[src/rtl/core/imufp_pkg.sv]
package imufp_pkg;

    localparam logic [7:0] HDR_BYTE = 8'hAA;
    localparam int         FILL_W   = 5;

    // byte positions within the 19-byte frame
    localparam logic [FILL_W-1:0] POS_FIRST     = 5'd2;
    localparam logic [FILL_W-1:0] POS_STORE_END = 5'd14;
    localparam logic [FILL_W-1:0] POS_LAST      = 5'd18;
    localparam int                STORE_N       = 13;
    localparam int                STORE_IDX_W   = 4;

    localparam int OUT_W       = 171;
    localparam int OUT_TDATA_W = 176;
    localparam int CFG_IDX_W   = 1;
    localparam int CFG_DATA_W  = 16;

    localparam logic [CFG_IDX_W-1:0] CFG_ROLL_OFFSET  = 1'b0;
    localparam logic [CFG_IDX_W-1:0] CFG_PITCH_OFFSET = 1'b1;

    typedef enum logic [2:0] {
        ST_HUNT = 3'b001,
        ST_HDR1 = 3'b010,
        ST_FILL = 3'b100
    } t_hunt;

    typedef struct packed {
        logic        ok;
        logic [7:0]  index;
        logic [15:0] yaw;
        logic [15:0] pitch;
        logic [15:0] roll;
        logic [15:0] accel_x;
        logic [15:0] accel_y;
        logic [15:0] accel_z;
        logic [31:0] good;
        logic [31:0] bad;
    } t_frame;

    typedef struct packed {
        logic [31:0]        bad_frames;
        logic [31:0]        good_frames;
        logic signed [15:0] accel_z;
        logic signed [15:0] accel_y;
        logic signed [15:0] accel_x;
        logic signed [16:0] roll_angle;
        logic signed [16:0] pitch_angle;
        logic signed [15:0] yaw_angle;
        logic [7:0]         frame_index;
        logic               checksum_good;
    } t_result;

endpackage

[src/rtl/core/imufp_framer.sv]
module imufp_framer #(
    parameter int COUNTER_BITS = 32
) (
    input  logic                i_clk,
    input  logic                i_rst_n,
    input  logic                i_valid,
    input  logic [7:0]          i_byte,
    output logic                o_evt_valid,
    output imufp_pkg::t_frame   o_frame
);

    imufp_pkg::t_hunt                  r_hunt, n_hunt;
    logic [imufp_pkg::FILL_W-1:0]      r_fill, n_fill;
    logic [7:0]                        r_sum, n_sum;
    logic [7:0]                        r_store [imufp_pkg::STORE_N];
    logic [COUNTER_BITS-1:0]           r_good, n_good;
    logic [COUNTER_BITS-1:0]           r_bad, n_bad;
    logic                              r_evt_valid, n_evt_valid;
    logic                              r_evt_ok, n_evt_ok;
    logic                              store_we;
    logic [imufp_pkg::STORE_IDX_W-1:0] store_idx;

    assign store_idx = imufp_pkg::STORE_IDX_W'(r_fill - imufp_pkg::POS_FIRST);
    assign store_we  = i_valid && (r_hunt == imufp_pkg::ST_FILL)
                       && (r_fill <= imufp_pkg::POS_STORE_END);

    always_comb begin
        n_hunt      = r_hunt;
        n_fill      = r_fill;
        n_sum       = r_sum;
        n_good      = r_good;
        n_bad       = r_bad;
        n_evt_valid = 1'b0;
        n_evt_ok    = r_evt_ok;
        if (i_valid) begin
            unique case (r_hunt)
                imufp_pkg::ST_HUNT: begin
                    if (i_byte == imufp_pkg::HDR_BYTE) begin
                        n_hunt = imufp_pkg::ST_HDR1;
                    end
                end
                imufp_pkg::ST_HDR1: begin
                    if (i_byte == imufp_pkg::HDR_BYTE) begin
                        n_hunt = imufp_pkg::ST_FILL;
                        n_fill = imufp_pkg::POS_FIRST;
                        n_sum  = '0;
                    end else begin
                        n_hunt = imufp_pkg::ST_HUNT;
                    end
                end
                imufp_pkg::ST_FILL: begin
                    if (r_fill == imufp_pkg::POS_LAST) begin
                        n_hunt      = imufp_pkg::ST_HUNT;
                        n_fill      = '0;
                        n_evt_valid = 1'b1;
                        n_evt_ok    = (r_sum == i_byte);
                        if (r_sum == i_byte) begin
                            n_good = r_good + 1'b1;
                        end else begin
                            n_bad = r_bad + 1'b1;
                        end
                    end else begin
                        n_fill = r_fill + 1'b1;
                        n_sum  = r_sum + i_byte;
                    end
                end
                default: begin
                    n_hunt = imufp_pkg::ST_HUNT;
                end
            endcase
        end
    end

    always_ff @(posedge i_clk) begin
        if (!i_rst_n) begin
            r_hunt      <= imufp_pkg::ST_HUNT;
            r_fill      <= '0;
            r_sum       <= '0;
            r_good      <= '0;
            r_bad       <= '0;
            r_evt_valid <= 1'b0;
            r_evt_ok    <= 1'b0;
        end else begin
            r_hunt      <= n_hunt;
            r_fill      <= n_fill;
            r_sum       <= n_sum;
            r_good      <= n_good;
            r_bad       <= n_bad;
            r_evt_valid <= n_evt_valid;
            r_evt_ok    <= n_evt_ok;
        end
    end

    always_ff @(posedge i_clk) begin
        if (store_we) begin
            r_store[store_idx] <= i_byte;
        end
    end

    // store slot k holds frame byte k+2
    assign o_evt_valid     = r_evt_valid;
    assign o_frame.ok      = r_evt_ok;
    assign o_frame.index   = r_store[0];
    assign o_frame.yaw     = {r_store[2],  r_store[1]};
    assign o_frame.pitch   = {r_store[4],  r_store[3]};
    assign o_frame.roll    = {r_store[6],  r_store[5]};
    assign o_frame.accel_x = {r_store[8],  r_store[7]};
    assign o_frame.accel_y = {r_store[10], r_store[9]};
    assign o_frame.accel_z = {r_store[12], r_store[11]};
    assign o_frame.good    = 32'(r_good);
    assign o_frame.bad     = 32'(r_bad);

endmodule

[src/rtl/core/imufp_decode.sv]
module imufp_decode (
    input  imufp_pkg::t_frame                    i_frame,
    input  logic [imufp_pkg::CFG_DATA_W-1:0]     i_roll_offset,
    input  logic [imufp_pkg::CFG_DATA_W-1:0]     i_pitch_offset,
    output imufp_pkg::t_result                   o_result
);

    logic signed [16:0] pitch_diff;
    logic signed [16:0] roll_diff;

    assign pitch_diff = $signed({i_frame.pitch[15], i_frame.pitch})
                        - $signed({i_pitch_offset[15], i_pitch_offset});
    assign roll_diff  = $signed({i_frame.roll[15], i_frame.roll})
                        - $signed({i_roll_offset[15], i_roll_offset});

    always_comb begin
        o_result               = '0;
        o_result.good_frames   = i_frame.good;
        o_result.bad_frames    = i_frame.bad;
        if (i_frame.ok) begin
            o_result.checksum_good = 1'b1;
            o_result.frame_index   = i_frame.index;
            o_result.yaw_angle     = $signed(i_frame.yaw);
            o_result.pitch_angle   = pitch_diff;
            o_result.roll_angle    = roll_diff;
            o_result.accel_x       = $signed(i_frame.accel_x);
            o_result.accel_y       = $signed(i_frame.accel_y);
            o_result.accel_z       = $signed(i_frame.accel_z);
        end
    end

endmodule

[src/rtl/core/imufp_obuf.sv]
module imufp_obuf (
    input  logic                 i_clk,
    input  logic                 i_rst_n,
    input  logic                 i_valid,
    input  imufp_pkg::t_result   i_data,
    output logic                 o_full,
    output logic                 o_valid,
    input  logic                 i_ready,
    output imufp_pkg::t_result   o_data
);

    logic               r_out_valid, r_skid_valid;
    imufp_pkg::t_result r_out, r_skid;
    logic               take;

    assign take = !r_out_valid || i_ready;

    always_ff @(posedge i_clk) begin
        if (!i_rst_n) begin
            r_out_valid  <= 1'b0;
            r_skid_valid <= 1'b0;
        end else if (take) begin
            if (r_skid_valid) begin
                r_out_valid  <= 1'b1;
                r_skid_valid <= i_valid;
            end else begin
                r_out_valid  <= i_valid;
            end
        end else if (i_valid) begin
            r_skid_valid <= 1'b1;
        end
    end

    always_ff @(posedge i_clk) begin
        if (take) begin
            if (r_skid_valid) begin
                r_out  <= r_skid;
                r_skid <= i_data;
            end else begin
                r_out  <= i_data;
            end
        end else if (i_valid) begin
            r_skid <= i_data;
        end
    end

    assign o_full  = r_skid_valid;
    assign o_valid = r_out_valid;
    assign o_data  = r_out;

endmodule

[src/rtl/core/imu_uart_frame_parser_unit.sv]
// Serial IMU frame parser.
// Slave stream: one received byte per word on i_s_tdata. Master stream: one
// word per completed 19-byte frame (two 0xAA header bytes, index, six int16
// little-endian values, three reserved bytes, 8-bit sum of bytes 2..17).
// A bad sum gives a word with checksum_good low and zero data fields; the
// good/bad frame counts are always valid.
// Config: i_cfg_we writes i_cfg_data to register i_cfg_idx (0 roll offset,
// 1 pitch offset), each subtracted from the matching decoded angle.
// Throughput: one byte per cycle while o_s_tready is high. The result word
// reaches the master side through the framer event register, then the
// output register.
// Reset (synchronous, active low) returns to header hunting, clears both
// counters and both offsets, and empties the output buffer.
// When the receiver stalls, a result waits in the output register and a
// second one may be held in the skid stage; bytes keep flowing until the
// skid stage is occupied, then o_s_tready drops.
module imu_uart_frame_parser_unit #(
    parameter int COUNTER_BITS = 32
) (
    input  logic                                  i_clk,
    input  logic                                  i_rst_n,
    input  logic                                  i_s_tvalid,
    output logic                                  o_s_tready,
    input  logic [7:0]                            i_s_tdata,  // [7:0] rx_byte
    output logic                                  o_m_tvalid,
    input  logic                                  i_m_tready,
    // [0] checksum_good, [8:1] frame_index, [24:9] yaw_angle,
    // [41:25] pitch_angle, [58:42] roll_angle, [74:59] accel_x,
    // [90:75] accel_y, [106:91] accel_z, [138:107] good_frames,
    // [170:139] bad_frames, [175:171] zero
    output logic [imufp_pkg::OUT_TDATA_W-1:0]     o_m_tdata,
    input  logic                                  i_cfg_we,
    input  logic [imufp_pkg::CFG_IDX_W-1:0]       i_cfg_idx,
    input  logic [imufp_pkg::CFG_DATA_W-1:0]      i_cfg_data
);

    logic [imufp_pkg::CFG_DATA_W-1:0] r_roll_off, r_pitch_off;
    logic                             in_accept;
    logic                             evt_valid;
    logic                             buf_full;
    imufp_pkg::t_frame                frame;
    imufp_pkg::t_result               result;
    imufp_pkg::t_result               out_word;

    always_ff @(posedge i_clk) begin
        if (!i_rst_n) begin
            r_roll_off  <= '0;
            r_pitch_off <= '0;
        end else if (i_cfg_we) begin
            unique case (i_cfg_idx)
                imufp_pkg::CFG_ROLL_OFFSET:  r_roll_off  <= i_cfg_data;
                imufp_pkg::CFG_PITCH_OFFSET: r_pitch_off <= i_cfg_data;
                default: ;
            endcase
        end
    end

    assign o_s_tready = !buf_full;
    assign in_accept  = i_s_tvalid && !buf_full;

    imufp_framer #(
        .COUNTER_BITS (COUNTER_BITS)
    ) u_framer (
        .i_clk       (i_clk),
        .i_rst_n     (i_rst_n),
        .i_valid     (in_accept),
        .i_byte      (i_s_tdata),
        .o_evt_valid (evt_valid),
        .o_frame     (frame)
    );

    imufp_decode u_decode (
        .i_frame        (frame),
        .i_roll_offset  (r_roll_off),
        .i_pitch_offset (r_pitch_off),
        .o_result       (result)
    );

    imufp_obuf u_obuf (
        .i_clk   (i_clk),
        .i_rst_n (i_rst_n),
        .i_valid (evt_valid),
        .i_data  (result),
        .o_full  (buf_full),
        .o_valid (o_m_tvalid),
        .i_ready (i_m_tready),
        .o_data  (out_word)
    );

    assign o_m_tdata = {
        {(imufp_pkg::OUT_TDATA_W - imufp_pkg::OUT_W){1'b0}},
        out_word
    };

endmodule
[config.mk]
export PLATFORM = sky130hd
export DESIGN_NAME = imu_uart_frame_parser_unit
export DESIGN_NICKNAME = d
export VERILOG_FILES = /design/src/rtl/core/imufp_pkg.sv /design/src/rtl/core/imufp_framer.sv /design/src/rtl/core/imufp_decode.sv /design/src/rtl/core/imufp_obuf.sv /design/src/rtl/core/imu_uart_frame_parser_unit.sv
export SDC_FILE = /design/constraint.sdc
export NUM_CORES = 1
export LEC_CHECK = 0
export ABC_CLOCK_PERIOD_IN_PS = 13900
export BUFFER_PORTS_ARGS = -buffer_cell sky130_fd_sc_hd__buf_4
export CORE_AREA = 2 2 223 225
export DETAILED_ROUTE_END_ITERATION = 16
export DIE_AREA = 0 0 225 227
export HOLD_SLACK_MARGIN = 0.15
export PLACE_DENSITY_LB_ADDON = 0.3
export REMOVE_ABC_BUFFERS = 1
export SLEW_MARGIN = 20
export SYNTH_ARGS = -nofsm -noshare
export SYNTH_HDL_FRONTEND = slang
export SYNTH_HIERARCHICAL = 1
export SYNTH_SLANG_ARGS = --single-unit
[constraint.sdc]
create_clock -name i_clk -period 13.9 [get_ports i_clk]
set_input_delay 1.39 -clock i_clk [delete_from_list [all_inputs] [get_ports i_clk]]
set_output_delay 1.39 -clock i_clk [all_outputs]
set_load 0.03 [all_outputs]
# --- After elaboration in Yosys (flattened, before gate mapping) ---
# Memories as Yosys holds them, arrays and structs flattened.
# Cells that the tools add are included.
word_totals:
  register_bits: 458
  mem_bits_rw: 104
  inputBits: 30
  out_inout_bits: 178
  memories: 1
memory_table:
  columns: ["name", "words", "word_bits", "read_ports", "rd_ports_with_merged_regs", "write_ports", "line_no", "rtl"]
  rows:
  - ["u_framer.r_store", 13, 8, 13, 0, 1, "imufp_framer.sv:15", "logic [7:0] r_store [imufp_pkg::STORE_N];"]
classes:
  n_addsub: 7
  order_cmp: 1
  eq_ne: 11
  mux: 22
  bitwise_logic: 2
  reduce_logical: 18
op_table:
  columns: ["cell", "n"]
  rows:
  - ["$mux W171", 4]
  - ["$mux W107", 1]
  - ["$add A32 B1 Y32 const B", 2]
  - ["$sub A16 B16 Y17", 2]
  - ["$mux W8", 2]
  - ["$pmux W8 S2", 1]
  - ["$reduce_and A3 Y1", 4]
  - ["$reduce_and A4 Y1", 3]
  - ["$mux W5", 2]
  - ["$pmux W5 S2", 1]
  - ["$mux W3", 3]
  - ["$pmux W3 S3", 1]
  - ["$add A8 B8 Y8", 1]
  - ["$eq A8 B8 Y1", 1]
  - ["$eq A8 B8 Y1 const B", 1]
  - ["$mux W1", 7]
  - ["$ne A2 B1 Y1 const B", 3]
  - ["$reduce_and A2 Y1", 3]
  - ["$add A5 B1 Y5 const B", 1]
  - ["$eq A5 B5 Y1 const B", 1]
  - ["$le A5 B4 Y1 const B", 1]
  - ["$ne A2 B2 Y1 const B", 2]
  - ["$reduce_bool A2 Y1", 2]
  - ["$sub A4 B2 Y4 const B", 1]
  - ["other kinds (7)", 11]

# --- Logic depth before layout (Yosys ltp) ---
depth:
  word_depth: 6
  mapped_depth: 10
  mapped_depth_nobuf: 9

# --- Cells and area by module ---
# The synthesis kept the hierarchy.
by_module_without_submodules:
  columns: ["mod", "n_inst", "cells_each", "area_each_um2", "seq_area_each_um2"]
  rows:
  - ["imufp_obuf", 1, 542, 12485.7, 10309.9]
  - ["imufp_framer", 1, 605, 7583.5, 4764.6]
  - ["imufp_decode", 1, 431, 2768.9, 0.0]
  - ["imu_uart_frame_parser_unit", 1, 131, 1297.5, 640.6]

# --- Worst setup path after synthesis ---
# No wires, ideal clock.
synth_timing:
  path_type: "input -> register"
  start: "input i_m_tready"
  end: "register u_obuf/r_skid[0] in the netlist's numbering, enable pin"
  t_arrival_ns: 8.663
  required_time_ns: 13.362
  slack_ns: 4.699
  stages: 4
  path_cell_list: "nor2b_1 -> inv_1 -> nand2_1 -> nand2_1"
synth_via:
  elab_chain_cells: 3
  word_cells_on_any_way: 4
  cone_classes: "eq/ne: 1; reduce/logical: 3"
synth_rtl:
  columns: ["element", "line_no", "rtl"]
  rows:
  - ["from (decl)", "imu_uart_frame_parser_unit.sv:26", "input logic i_m_tready,"]
  - ["$logic_or A1 B1 Y1 (*)", "imufp_obuf.sv:16", "assign take = !r_out_valid || i_ready;"]
  - ["named net u_obuf.take", "imufp_obuf.sv:14", "logic take;"]
  - ["$ne A2 B1 Y1 (no source line) or $reduce_bool A2 Y1 (tied branches)", null, null]
  - ["$reduce_and A2 Y1 (no source line) (*)", null, null]
  - ["to (signal assigned)", "imufp_obuf.sv:38", "r_skid <= i_data;"]
  - ["to (signal assigned)", "imufp_obuf.sv:43", "r_skid <= i_data;"]
  - ["to (decl)", "imufp_obuf.sv:13", "imufp_pkg::t_result r_out, r_skid;"]
# The timed path passes the listed nets; every way through them passes the cells marked *.
# A chain may end at the register's enable or synchronous reset.

# --- Worst setup path in the final report ---
layout_timing:
  start: "register u_obuf.r_skid_valid, in the netlist u_obuf/o_full"
  end: "output o_s_tready"
layout_via:
  elab_chain_cells: 1
layout_rtl:
  columns: ["element", "line_no", "rtl"]
  rows:
  - ["from (decl)", "imufp_obuf.sv:12", "logic r_out_valid, r_skid_valid;"]
  - ["from (signal assigned)", "imufp_obuf.sv:25", "r_skid_valid <= i_valid;"]
  - ["$logic_not A1 Y1", "imu_uart_frame_parser_unit.sv:58", "assign o_s_tready = !buf_full;"]
  - ["to (decl)", "imu_uart_frame_parser_unit.sv:23", "output logic o_s_tready,"]
# No other way between the ends.

==> impl_results.md <==
* Outcome: completed
* CTS clk-pin slew, worst paths at about 0.060 ns
* Synth Cell Area at ~0.024 mm2
* RSZ-0062 raised after global routing: false
* Synth unique cells at 72
* Mux cell area share after synthesis at 0.0972
* Hold Buf Count CTS at 0
* Count of final setup violators at 0
* Setup bufs post-CTS at 0
* CP Launch Type: register
* Clock Power Share at 0.443
* Detailed placement HPWL at between 20000 and 30000 um
* 1st-pass router iterations at 5
* Post-CTS Resized at 0
* Die Wd at ~230 um
* Final Max Tran Viols at 0
* Number of synthesized flops with an enable pin at ~450
* Largest family of logic cells by synthesized area: simple AND/OR/NAND/NOR gates
* Nets@finish at around 1900
* Worst r2r src: u_obuf/o_full
* Actual slew at the worst max-slew pin at 1.06 ns
* CTS Buffer Depth at 3
* Vias in the first global route at roughly 13000
* FMAX at 0.255 GHz
* Area share of the largest cell type after synthesis at 0.555
* Adder-cell share of the synthesized area at 0.0269
* Post-Synth Simple-Gate Area at 0.108
* Synth-to-Final Area Change at 13.5%
* Global-route wire length before repair at ~73000 um
* Main synth FF type: edfxtp_1
* Gr usage total at 0.184
* Critical path required time at 12.51 ns
* Iteration-0 DRC count of the detailed router at slightly above 1000
* Drt drc at 0
* Clk root buf: clkbuf_16
* Inserted Clock Buffers at between 50 and 60
* PwrDens at approximately 120 mW/mm2
* Htree depth at 2
* Initial antenna violation count at 2
* Maxcap violations at 0
* Share of layout cells above drive strength 1 at 0.260
* Reg2Reg Depth at 7
* Sw Share at 0.200
* HP Class: reg -> reg
* Combinational power share at 0.022
* Synth Area in XOR/XNOR at 0.0258
* Core area at just under 0.05 mm2
* Slew margin rel. at 0.288
* Vert. Die Dim at about 230 um
* Peak VDD IR at approximately 0.00008 V
* Reg power frac at 0.536
* Final ANT Viol Nets at 0
* Fill cells at approximately 3800
* Total Power Consumption at roughly 3.4 mW
* Async SR Flop Fraction at 0
* Initial Utilization at 0.497
* Commonest cells in the netlist: 446 x edfxtp_1, 171 x mux2_2, 136 x and2_1
* N_diodes at 0
* WHS Path Cells at 0
* RD Place Congestion at around 0.86
* Final min period at 3.93 ns
* Num ports at between 200 and 250
* Mapped Avg Cell Area at about 14 um2
* Setup TNS Final at 0 ns
* Critical path type: reg -> out
* Leak at ~11 nW
* Wirelength, routed at about 48000 um
* Internal at roughly 2.7 mW
* CP endpoint: o_s_tready
* Cell taking the most area after synthesis: edfxtp_1
* Seq/Total Area, Yosys at 0.651
* Via Count at 13500
* Row count at 81
* Most common cell in the netlist: edfxtp_1
* FF-to-FF End: u_framer/r_bad[22]
* Grt ovf at 0
* Clk sink count at 562
* Crit path arrival time at 2.54 ns
* R2R Setup Slk at 10.61 ns
* Critical Path Source: u_obuf/o_full
* Compound-Gate Fraction of Synth Area at 0.0390
* Crit-path max FO at between 50 and 60
* Yosys reg bits at roughly 560
* Port bufs at ~200
* Final-report hold violation count at 0
* Yosys warning count at 6
* Final Cycle Share at 0.283
* Clock skew at approximately 0.02 ns
* P_sw at between 600 and 700 uW
* CP Capture Type: primary output
* Via/cell ratio at approximately 5.4
* Clk_lat worst skew at between 0.6 and 0.7 ns
* Full die area at just over 0.05 mm2
* Wire length per cell at ~19 um
* Synth top area cells: edfxtp_1 55%, dfxtp_1 9.6%, mux2_2 8.0%
* Post-Syn Instances at about 1700
* CTS tree: built
* Largest net degree at the start of global routing at 90
[registers in the layout, summed over array words and instances (netlist names)]
signal	flops
u_obuf/o_data	171
u_obuf/r_skid	171
u_framer/r_store	104
u_framer/r_bad	32
u_framer/r_good	32
r_pitch_off	16
r_roll_off	16
u_framer/r_sum	8
u_framer/r_fill	5
u_framer/r_hunt	3
u_framer/o_evt_valid	1
u_framer/r_evt_ok	1
u_obuf/o_full	1
u_obuf/o_valid	1
[worst min-delay path by stage]
stage,start,slack [ns],endpoint
3_5_place_dp,r_roll_off[9],0.45,r_roll_off[9]
5_1_grt,u_framer/r_bad[22],0.47,u_obuf/r_skid[161]
6_report,u_framer/r_bad[22],0.46,u_obuf/r_skid[161]
3_3_place_gp,r_pitch_off[13],0.45,r_pitch_off[13]
4_1_cts,r_pitch_off[12],0.46,r_pitch_off[12]
2_1_floorplan,u_framer/r_bad[21],0.43,u_obuf/r_skid[160]
[cells in the final DEF, fill, tap and decap left out, drive strengths merged, types with 38 or more instances in the layout]
cell	n
and2	137
buf	211
clkbuf	82
xnor2	46
mux2i	42
ha	47
a21oi	46
dfxtp	116
inv	69
nand2	120
nor2	45
edfxtp	446
o21ai	38
mux2	171
[per-layer routing]
metal  up-vias  share of wire  global-route usage  wire length, um
li1       6396              -                   -                -
met4         2          0.024              0.0647             1150
met3        74          0.046              0.0277             2200
met5         -        0.00027                   0               13
met2       323           0.48               0.305            23100
met1      6734           0.45               0.249            21300
[power groups by stage]
stage	sequential (mW)	combinational, mW	clock, mW
floorplan	1.84	0.0410	0
CTS	1.80	0.0730	1.53
detailed placement	1.84	0.0725	0
global placement	1.84	0.0709	0
global route	1.80	0.0803	1.59
finish	1.80	0.0728	1.49
[final cells by class]
class                           instances  area (um2)  share of cell area
Tap cell                              622         778              0.0284
Multi-Input combinational cell        952        7210               0.263
Timing Repair Buffer                  211        1600              0.0585
Clock buffer                           82        1620              0.0592
Inverter                               67         256             0.00936
Clock inverter                         24         208             0.00758
Sequential cell                       562       15700               0.574
[cells by family (layout without fill, tap and decap cells)]
group / Yosys count / in the layout
muxes: 213 / 213
other: 1 / 5
and+or+nand+nor: 464 / 464
buffers and inverters: 199 / 384
AOI/OAI and AO/OA: 149 / 149
adders and majority gates: 50 / 50
DFF: 562 / 562
xor gates and xnor gates: 71 / 71
[critical path, cell delays in order (launching register included)]
cell     delay, ns
dfxtp_4       0.77
buf_4         0.74
inv_1         0.10
buf_4         0.20
[per-stage QoR]
stage	hold WS (ns)	std cells	area [um2]	util	setup WS [ns]
2_1_floorplan	0.426	1581	23200	-	4.66
3_3_place_gp	0.449	2413	25500	0.526	9.94
6_report	0.460	2520	27400	0.564	9.97
4_1_cts	0.462	2519	27400	0.564	9.88
5_1_grt	0.470	2520	27400	0.564	9.77
3_5_place_dp	0.450	2413	25500	0.526	9.84
No activity file was read; power rests on OpenSTA's default activity.
